[src/hw/rtl/rtq_pkg.sv]
// Shared types and defaults for the retransmit timer queue.
// Holds the operation and status codes and the cell control struct.
// No dependencies.
package rtq_pkg;

  localparam int QUEUE_DEPTH_DEF = 16;
  localparam int TIME_BITS_DEF   = 32;
  localparam int HANDLE_BITS_DEF = 16;
  localparam int RETRY_BITS      = 8;

  localparam int PORT_TIME_BITS   = 32;
  localparam int PORT_HANDLE_BITS = 16;
  localparam int PORT_OCC_BITS    = 5;

  typedef enum logic [1:0] {
    KIND_INSERT = 2'd0,
    KIND_POP    = 2'd1,
    KIND_REMOVE = 2'd2,
    KIND_PEEK   = 2'd3
  } kind_t;

  typedef enum logic [1:0] {
    STATUS_DONE    = 2'd0,
    STATUS_FULL    = 2'd1,
    STATUS_MISSING = 2'd2
  } status_t;

  typedef struct packed {
    logic ins;
    logic del;
    logic by_handle;
  } cell_ctrl_t;

endpackage

[src/hw/rtl/rtq_cell.sv]
// One slot of the sorted queue: holds an entry and shifts with its neighbours.
// Depends on rtq_pkg.
module rtq_cell import rtq_pkg::*; #(
  parameter int TIME_BITS   = TIME_BITS_DEF,
  parameter int HANDLE_BITS = HANDLE_BITS_DEF
) (
  input  logic                   clk,
  input  logic                   rst,
  input  cell_ctrl_t             ctrl,
  input  logic [TIME_BITS-1:0]   cmd_time,
  input  logic [HANDLE_BITS-1:0] cmd_handle,
  input  logic [RETRY_BITS-1:0]  cmd_retries,
  input  logic                   prev_valid,
  input  logic [TIME_BITS-1:0]   prev_time,
  input  logic [HANDLE_BITS-1:0] prev_handle,
  input  logic [RETRY_BITS-1:0]  prev_retries,
  input  logic                   prev_le,
  input  logic                   next_valid,
  input  logic [TIME_BITS-1:0]   next_time,
  input  logic [HANDLE_BITS-1:0] next_handle,
  input  logic [RETRY_BITS-1:0]  next_retries,
  input  logic                   seen_in,
  output logic                   seen_out,
  output logic                   le,
  output logic                   valid,
  output logic [TIME_BITS-1:0]   entry_time,
  output logic [HANDLE_BITS-1:0] entry_handle,
  output logic [RETRY_BITS-1:0]  entry_retries
);

  logic hit;
  logic del_here;

  assign le       = valid && (entry_time <= cmd_time);
  assign hit      = valid && (!ctrl.by_handle || (entry_handle == cmd_handle));
  assign del_here = seen_in || hit;
  assign seen_out = del_here;

  always_ff @(posedge clk) begin
    if (ctrl.ins && !le) begin
      if (prev_le) begin
        entry_time    <= cmd_time;
        entry_handle  <= cmd_handle;
        entry_retries <= cmd_retries;
      end else begin
        entry_time    <= prev_time;
        entry_handle  <= prev_handle;
        entry_retries <= prev_retries;
      end
    end else if (ctrl.del && del_here) begin
      entry_time    <= next_time;
      entry_handle  <= next_handle;
      entry_retries <= next_retries;
    end
  end

  always_ff @(posedge clk) begin
    if (rst) begin
      valid <= 1'b0;
    end else if (ctrl.ins && !le) begin
      valid <= prev_le ? 1'b1 : prev_valid;
    end else if (ctrl.del && del_here) begin
      valid <= next_valid;
    end
  end

endmodule

[src/hw/rtl/retransmit_timer_queue.sv]
// Top level of the retransmit timer queue: command register, row of cells, result.
// Depends on rtq_pkg and rtq_cell.
//
//   channel   handshake          payload
//   command   start / busy       kind, due_time, packet_handle, retry_count
//   result    done (strobe)      head_valid, head_time, head_packet,
//                                head_retries, occupancy, status
//
// A command is registered at the edge that accepts it and is applied to the
// cells at the next edge; its result is shown for one cycle after that.
// A command may be accepted in every cycle, so busy stays low.
// Reset empties the queue at once; there is no clearing pass.
// The receiver cannot stall, so each result stands for exactly one cycle.
module retransmit_timer_queue import rtq_pkg::*; #(
  parameter int QUEUE_DEPTH = QUEUE_DEPTH_DEF,
  parameter int TIME_BITS   = TIME_BITS_DEF,
  parameter int HANDLE_BITS = HANDLE_BITS_DEF
) (
  input  logic                        clk,
  input  logic                        rst,
  input  logic                        start,
  output logic                        busy,
  input  logic [1:0]                  kind,
  input  logic [PORT_TIME_BITS-1:0]   due_time,
  input  logic [PORT_HANDLE_BITS-1:0] packet_handle,
  input  logic [RETRY_BITS-1:0]       retry_count,
  output logic                        done,
  output logic                        head_valid,
  output logic [PORT_TIME_BITS-1:0]   head_time,
  output logic [PORT_HANDLE_BITS-1:0] head_packet,
  output logic [RETRY_BITS-1:0]       head_retries,
  output logic [PORT_OCC_BITS-1:0]    occupancy,
  output logic [1:0]                  status
);

  localparam int CW = $clog2(QUEUE_DEPTH + 1);

  logic                   cmd_valid;
  kind_t                  cmd_kind;
  logic [TIME_BITS-1:0]   cmd_time;
  logic [HANDLE_BITS-1:0] cmd_handle;
  logic [RETRY_BITS-1:0]  cmd_retries;

  logic [CW-1:0] count;
  logic [CW-1:0] count_next;
  status_t       status_reg;
  status_t       status_next;

  cell_ctrl_t ctrl;
  logic       full;
  logic       found;

  logic                   c_valid   [QUEUE_DEPTH];
  logic [TIME_BITS-1:0]   c_time    [QUEUE_DEPTH];
  logic [HANDLE_BITS-1:0] c_handle  [QUEUE_DEPTH];
  logic [RETRY_BITS-1:0]  c_retries [QUEUE_DEPTH];
  logic                   c_le      [QUEUE_DEPTH];
  logic                   c_seen    [QUEUE_DEPTH];

  logic [63:0] time_wide;
  logic [63:0] in_time_wide;
  logic [31:0] handle_wide;
  logic [31:0] in_handle_wide;
  logic [15:0] count_wide;

  assign busy = 1'b0;

  assign in_time_wide   = 64'(due_time);
  assign in_handle_wide = 32'(packet_handle);

  always_ff @(posedge clk) begin
    if (rst) begin
      cmd_valid <= 1'b0;
    end else begin
      cmd_valid <= start && !busy;
    end
  end

  always_ff @(posedge clk) begin
    if (start && !busy) begin
      cmd_kind    <= kind_t'(kind);
      cmd_time    <= in_time_wide[TIME_BITS-1:0];
      cmd_handle  <= in_handle_wide[HANDLE_BITS-1:0];
      cmd_retries <= retry_count;
    end
  end

  assign full  = c_valid[QUEUE_DEPTH-1];
  assign found = c_seen[QUEUE_DEPTH-1];

  always_comb begin
    ctrl.ins       = cmd_valid && (cmd_kind == KIND_INSERT) && !full;
    ctrl.del       = cmd_valid && ((cmd_kind == KIND_POP) || (cmd_kind == KIND_REMOVE));
    ctrl.by_handle = (cmd_kind == KIND_REMOVE);
  end

  genvar i;
  generate
    for (i = 0; i < QUEUE_DEPTH; i++) begin : g_cell
      logic                   p_valid;
      logic [TIME_BITS-1:0]   p_time;
      logic [HANDLE_BITS-1:0] p_handle;
      logic [RETRY_BITS-1:0]  p_retries;
      logic                   p_le;
      logic                   n_valid;
      logic [TIME_BITS-1:0]   n_time;
      logic [HANDLE_BITS-1:0] n_handle;
      logic [RETRY_BITS-1:0]  n_retries;
      logic                   s_in;

      if (i == 0) begin : g_head
        assign p_valid   = 1'b0;
        assign p_time    = '0;
        assign p_handle  = '0;
        assign p_retries = '0;
        assign p_le      = 1'b1;
        assign s_in      = 1'b0;
      end else begin : g_body
        assign p_valid   = c_valid[i-1];
        assign p_time    = c_time[i-1];
        assign p_handle  = c_handle[i-1];
        assign p_retries = c_retries[i-1];
        assign p_le      = c_le[i-1];
        assign s_in      = c_seen[i-1];
      end

      if (i == QUEUE_DEPTH - 1) begin : g_tail
        assign n_valid   = 1'b0;
        assign n_time    = '0;
        assign n_handle  = '0;
        assign n_retries = '0;
      end else begin : g_inner
        assign n_valid   = c_valid[i+1];
        assign n_time    = c_time[i+1];
        assign n_handle  = c_handle[i+1];
        assign n_retries = c_retries[i+1];
      end

      rtq_cell #(
        .TIME_BITS   (TIME_BITS),
        .HANDLE_BITS (HANDLE_BITS)
      ) u_cell (
        .clk           (clk),
        .rst           (rst),
        .ctrl          (ctrl),
        .cmd_time      (cmd_time),
        .cmd_handle    (cmd_handle),
        .cmd_retries   (cmd_retries),
        .prev_valid    (p_valid),
        .prev_time     (p_time),
        .prev_handle   (p_handle),
        .prev_retries  (p_retries),
        .prev_le       (p_le),
        .next_valid    (n_valid),
        .next_time     (n_time),
        .next_handle   (n_handle),
        .next_retries  (n_retries),
        .seen_in       (s_in),
        .seen_out      (c_seen[i]),
        .le            (c_le[i]),
        .valid         (c_valid[i]),
        .entry_time    (c_time[i]),
        .entry_handle  (c_handle[i]),
        .entry_retries (c_retries[i])
      );
    end
  endgenerate

  always_comb begin
    count_next  = count;
    status_next = STATUS_DONE;
    unique case (cmd_kind)
      KIND_INSERT: begin
        if (full) begin
          status_next = STATUS_FULL;
        end else begin
          count_next = count + CW'(1);
        end
      end
      KIND_POP, KIND_REMOVE: begin
        if (found) begin
          count_next = count - CW'(1);
        end else begin
          status_next = STATUS_MISSING;
        end
      end
      default: begin
        status_next = STATUS_DONE;
      end
    endcase
  end

  always_ff @(posedge clk) begin
    if (rst) begin
      count <= '0;
      done  <= 1'b0;
    end else begin
      done <= cmd_valid;
      if (cmd_valid) begin
        count <= count_next;
      end
    end
  end

  always_ff @(posedge clk) begin
    if (cmd_valid) begin
      status_reg <= status_next;
    end
  end

  assign time_wide   = 64'(c_time[0]);
  assign handle_wide = 32'(c_handle[0]);
  assign count_wide  = 16'(count);

  assign head_valid   = c_valid[0];
  assign head_time    = c_valid[0] ? time_wide[PORT_TIME_BITS-1:0] : '0;
  assign head_packet  = c_valid[0] ? handle_wide[PORT_HANDLE_BITS-1:0] : '0;
  assign head_retries = c_valid[0] ? c_retries[0] : '0;
  assign occupancy    = count_wide[PORT_OCC_BITS-1:0];
  assign status       = status_reg;

endmodule

[config.mk]
export PLATFORM = sky130hd
export DESIGN_NAME = retransmit_timer_queue
export DESIGN_NICKNAME = d
export VERILOG_FILES = /design/src/hw/rtl/rtq_pkg.sv /design/src/hw/rtl/rtq_cell.sv /design/src/hw/rtl/retransmit_timer_queue.sv
export SDC_FILE = /design/constraint.sdc
export NUM_CORES = 2
export LEC_CHECK = 0
export BUFFER_PORTS_ARGS = -buffer_cell sky130_fd_sc_hd__buf_2
export CAP_MARGIN = 15
export CORE_ASPECT_RATIO = 1.5
export CORE_MARGIN = 5
export CORE_UTILIZATION = 65
export CTS_BUF_LIST = sky130_fd_sc_hd__clkbuf_2
export DETAILED_ROUTE_END_ITERATION = 8
export PLACE_DENSITY = 0.9
export SKIP_LAST_GASP = 1
export SYNTH_ARGS = -nofsm -noshare
export SYNTH_HDL_FRONTEND = slang
export SYNTH_SLANG_ARGS = --single-unit
[constraint.sdc]
create_clock -name clk -period 7.6 [get_ports clk]
set_clock_uncertainty 0.1 [all_clocks]
set_input_delay 0.38 -clock clk [delete_from_list [all_inputs] [get_ports clk]]
set_output_delay 0.38 -clock clk [all_outputs]
set_load 0.01 [all_outputs]
Word level (Yosys, flattened, before mapping)
Cells that the tools add are included.

cells by class
  $lt $le $gt $ge = 16
  add/subtract/negate cells = 2
  multiplexer cells = 197
  reduce and logical (&&, ||, !) cells = 137
  eq/ne operators = 20

operators with widths
  kind                                              count
  two-way mux 32 bit                                48
  two-way mux 16 bit                                48
  <= comparator 32 bit                              16
  two-way mux 8 bit                                 48
  == test 16 bit                                    16
  logical AND 1 bit                                 67
  two-way mux 1 bit                                 48
  nonzero test 2 bit                                17
  logical OR 1 bit                                  32
  logical NOT 1 bit                                 18
  two-way mux 5 bit                                 2
  case mux 5 bit (2 select lines)                   1
  adder 5 x 1 -> 5 bit, second input constant       1
  subtractor 5 x 1 -> 5 bit, second input constant  1
  case mux 2 bit (2 select lines)                   1
  AND reduction 4 bit                               1
  == test 2 x 1 -> 1 bit, second input constant     1
  == test 2 bit, second input constant              1
  logical NOT 2 bit                                 1
  two-way mux 2 bit                                 1
  != test 2 x 1 -> 1 bit, second input constant     1
  != test 2 bit, second input constant              1
  OR reduction 2 bit                                1

word-level totals
  output and inout bits = 66
  flip-flop bits (word level) = 979

Longest topological paths before layout
  depth in word-level cells = 22
  gate-level depth with buffers = 15

Hierarchy
A second synthesis with hierarchy kept.

unflattened totals
  cell total of the unflattened synthesis = 5,402
  area total of the unflattened synthesis = 69,705.6 sq um

by module, submodules not included
  module                           cells each  area an instance (sq um)  sequential area each (sq um)  instances
  rtq_cell (g_cell[0].u_cell ...)  327         4,199.0                   1,701.6                       13
  rtq_cell (g_cell[7].u_cell ...)  326         4,161.5                   1,701.6                       3
  retransmit_timer_queue           173         2,633.8                   1,941.9                       1

Least setup slack after synthesis
OpenSTA, ideal clock, no wires.

  path kind = register to register
  from = reg cmd_handle[5]
  to = reg g_cell[15].u_cell.entry_handle[0], enable pin
  data arrival time = 5,826 ps
  cell stages (with the launch flop) = 11
  setup slack = 1,127 ps
  period minus slack after synthesis = 6,473 ps
  path buffers = 2
  cell sequence = edfxtp_1 > buf_4 > buf_2 > xnor2_1 > nand4_1 > o41ai_1 > a22oi_1 > nand4_1 > or4b_4 > a21oi_1 > o21ai_0

between the ends
  cells in the longest elaborated chain, start to end = 20

ends and longest elaborated chain
  what                              RTL line                      source
  start: declaration                retransmit_timer_queue.sv:41  logic [HANDLE_BITS-1:0] cmd_handle;
  start signal: assignment          retransmit_timer_queue.sv:83  cmd_handle <= in_handle_wide[HANDLE_BITS-1:0];
  == test 16 bit                    rtq_cell.sv:35                assign hit = valid && (!ctrl.by_handle || (entry_handle == cmd_handle));
  logical OR 1 bit                  rtq_cell.sv:35
  logical AND 1 bit                 rtq_cell.sv:35
  logical OR 1 bit (14 in a row)    rtq_cell.sv:36                assign del_here = seen_in || hit;
  logical OR 1 bit (*)              rtq_cell.sv:36
  logical AND 1 bit (*)             rtq_cell.sv:50                end else if (ctrl.del && del_here) begin
  nonzero test 2 bit (no line) (*)  -
  end signal: assignment            rtq_cell.sv:43                entry_handle <= cmd_handle;
  end signal: assignment            rtq_cell.sv:47                entry_handle <= prev_handle;
  end signal: assignment            rtq_cell.sv:52                entry_handle <= next_handle;
  end: declaration                  rtq_cell.sv:27                output logic [HANDLE_BITS-1:0] entry_handle,

Every way passes the cells marked *; elsewhere a longest branch is shown, timed or not.
A chain may end at the register's enable or synchronous reset.

Worst setup path in the final report
  from = reg cmd_time[24]
  to = reg g_cell[13].u_cell.entry_time[1], enable pin

between the ends
  cells in the longest elaborated chain, start to end = 5

ends and longest elaborated chain
  what                          RTL line                      source
  start: declaration            retransmit_timer_queue.sv:40  logic [TIME_BITS-1:0] cmd_time;
  start signal: assignment      retransmit_timer_queue.sv:82  cmd_time <= in_time_wide[TIME_BITS-1:0];
  <= comparator 32 bit          rtq_cell.sv:34                assign le = valid && (entry_time <= cmd_time);
  logical AND 1 bit             rtq_cell.sv:34
  logical NOT 1 bit             rtq_cell.sv:40                if (ctrl.ins && !le) begin
  logical AND 1 bit             rtq_cell.sv:40
  nonzero test 2 bit (no line)  -
  end signal: assignment        rtq_cell.sv:42                entry_time <= cmd_time;
  end signal: assignment        rtq_cell.sv:46                entry_time <= prev_time;
  end signal: assignment        rtq_cell.sv:51                entry_time <= next_time;
  end: declaration              rtq_cell.sv:26                output logic [TIME_BITS-1:0] entry_time,

No other way between the ends.

==> results.yml <==
hold_path:
  hold_class: "input port to flip-flop"
  hold_depth: 4
  holdPathEnd: "cmd_time[8]"
  hold_start: "start"
routing:
  drt_iter0_markers: 7726
  first_pass_iters: 6
  drc: 0
  routedWlPerCell_um: 30.3
  avgViaCountPerCell: 7.04
  drtAntennaViolNets: 0
  drt-total-wl_mm: 229
  vias: 53100
setup_path:
  crit_fanout: 40
  regToRegSetupSlack_ns: 1.12
  critPathMaxStageDelay_ns: 0.83
  crit_slowest_cell: "a21o_2"
  critical_path_class: "flip-flop to flip-flop"
  r2r_end: "g_cell[13].u_cell.entry_time[1]"
  path_cells: "inv_1, ha_1, nand4_1, nor3_1, nand2_1, a31oi_1, o21ai_0, nand2_4, a21o_2, buf_12"
  r2r_cells: 10
  r2r_start: "cmd_time[24]"
  crit_path_end_kind: "flip-flop"
  worst_ep_arrival_time_ns: 7.73
  cp-start-kind: "flip-flop"
  required_ns: 8.85
cells_and_area:
  fin_util: 0.714
  regMostFlops: "g_cell.u_cell.entry_time"
  largest_reg_flops: 512
  syn_to_final_growth_pct: 9.06
  layout_commonest_cell: "edfxtp_1"
  top_regs: "g_cell.u_cell.entry_time: 512 flops, g_cell.u_cell.entry_handle: 256 flops, g_cell.u_cell.entry_retries: 128 flops"
  drive_gt1_frac: 0.112
  num-fill-cells: 6770
  final_cell_mix: "956 x edfxtp_1, 730 x mux2i_1, 594 x o21ai_0"
  nets: 6643
timing:
  finalMaxSlewViolations: 0
  hold_viol_final: 0
  rsz0062_at_grt: "false"
  worst-slew-pin-transition_ns: 1.28
  setup_violations: 0
  min_period_ns: 6.48
  fmax_mhz: 154
  maxSlewHeadroom: 0.141
  fin_crit_sh: 0.853
  tns_ns: 0
floorplan:
  ios: 127
  coreArea_um2: 94400
  die_x_um: 262
  initial_utilization: 0.655
  die_area_um2: 102000
  fp-row-count: 138
  die_h_um: 388
synthesis:
  syn_avg_cell_area_um2: 10.5
  muxShareOfSynthArea: 0.129
  mappedNetlistArea_um2: 61800
  syn-instance-count: 5871
  synth.distinct_cells: 73
  seq_area_frac_synth: 0.472
  synth_nets: 6419
  synth_compound_area_frac: 0.128
  synth_fa_ha_area_frac: 0.0987
  synth_edf_count: 956
  synthFlopType: "edfxtp_1"
  synth_top_family_by_area: "multiplexers"
  synth_simple_gate_area_share: 0.103
  synth_seq_cells: 979
  async_reset_ff_frac: 0
  yosys.area.top_type: "edfxtp_1"
  ys_top_cells_by_area: "edfxtp_1 46%, mux2i_1 12%, ha_1 9.8%"
  yosys.area.top_type_share: 0.464
  ys_warn_count: 0
  synth_xor_area_frac: 0.0368
cts:
  cts_root_buf: "clkbuf_2"
  worstSkewPairLatency_ns: 1.87
  clkTransAtPathRegs_ns: 0.12
  clk_path_buf_depth: 3
  ctsHtreeMaxLevel: 4
  cts-buffers-inserted: 231
  cts.sinks: 979
  postCtsResizedCells: 0
  cts_tree: "done"
grt:
  gr-usage-all-layers: 0.440
  grt_pass1_wl_mm: 333
  overflow: 0
  grt_max_degree: 115
  grt_pass1_vias: 53200
  antenna_found_initial: 12
pwr:
  p_leak_nw: 27.5
  ir_worst_vdd_v: 0.000165
  power.density_nw_per_um2: 189
  total_power_mw: 12.7
placement:
  dp_hpwl_mm: 149
  numPortBuffers: 125
  routabilityCongestion: 1.05
outcome:
  status: "finished, final reports clean"
flow_run:
  drv_cap: 0
[where the power goes]
group	internal, mW	switching (mW)	leakage (nW)	total, mW
logic	0.874	1.56	17.0	2.43
clock network	1.24	2.41	1.57	3.65
registers	6.30	0.351	8.96	6.65
[cells by family (layout without fill, tap and decap cells)]
logic type / Yosys count / in the layout
AOI/OAI and AO/OA: 1428 / 1428
xor gates and xnor gates: 260 / 260
adders and majority gates: 487 / 487
buffers and inverters: 482 / 880
DFF: 979 / 979
muxes: 789 / 789
other: 1 / 21
and+or+nand+nor: 1445 / 1445
[how the worst max path moves through the flow]
stage / slack (ns) / endpoint / startpoint / depth (start not counted)
after global placement: 1.55 / g_cell[13].u_cell.entry_time[9] / cmd_time[24] / 10
after CTS: 1.45 / g_cell[13].u_cell.entry_time[1] / cmd_time[25] / 10
after floorplan: 1.13 / g_cell[15].u_cell.entry_handle[0] / cmd_handle[5] / 10
after global routing: 1.31 / g_cell[13].u_cell.entry_time[15] / cmd_time[24] / 10
final: 1.12 / g_cell[13].u_cell.entry_time[1] / cmd_time[24] / 10
after detailed placement: 1.48 / g_cell[13].u_cell.entry_time[9] / cmd_time[25] / 10
[worst max-delay path, delay by kind of cell (launching register included)]
kind | cells | cell delay (ns)
AOI/OAI and AO/OA | 3 | 1.88
adders and majority gates | 1 | 0.47
buffers and inverters | 2 | 0.87
DFF | 1 | 0.70
and+or+nand+nor | 4 | 1.98
[synthesized netlist by cell type (18+ instances only)]
cell type and number:
a211oi_1 24, a21o_1 122, a21oi_1 548, and2_1 61, buf_1 20, buf_2 84
buf_4 20, clkbuf_1 288, dfxtp_1 23, edfxtp_1 956, ha_1 486, inv_1 70
mux2_2 58, mux2i_1 730, nand2_1 539, nand3_1 35, nand4_1 140, nor2_1 525
nor2b_1 25, nor3_1 18, nor4_1 31, o21a_1 21, o21ai_0 602, xnor2_1 209
xor2_1 51
[stage by stage]
step	setup slack, ns	instances	instance area (um2)	hold WS [ns]
floorplan	1.13	5871	61800	0.352
global placement	1.55	6941	63500	0.370
detailed placement	1.48	6942	63500	0.385
CTS	1.45	7529	67400	0.0998
global route	1.31	7544	67400	0.0800
finish	1.12	7549	67400	0.216
[final cells by class]
type / count / area [um2] / area share
diodes: 20 / 50.0 / 0.000742
clock buffers: 337 / 1690 / 0.0250
clock inverters: 70 / 343 / 0.00508
inverters: 70 / 263 / 0.00390
multi-input cells: 4410 / 31000 / 0.460
flip-flops and latches: 979 / 29200 / 0.433
well taps: 1260 / 1580 / 0.0234
repair buffers: 403 / 3320 / 0.0493
[routing by layer]
metal | GRT usage | vias to the layer above | share of wire
met3 | 0.117 | 1339 | 0.12
li1 | - | 22300 | -
met4 | 0.374 | 6 | 0.11
met1 | 0.506 | 25100 | 0.32
met2 | 0.677 | 4395 | 0.45
met5 | 0 | - | 0.00018
[what timing repair did]
action / 4_1_cts / 5_1_grt
hold endpoints to repair: 139 / 0
hold buffers: 180 / 0
setup buffers: 0 / 0
Power figures use the tool's default switching activity.
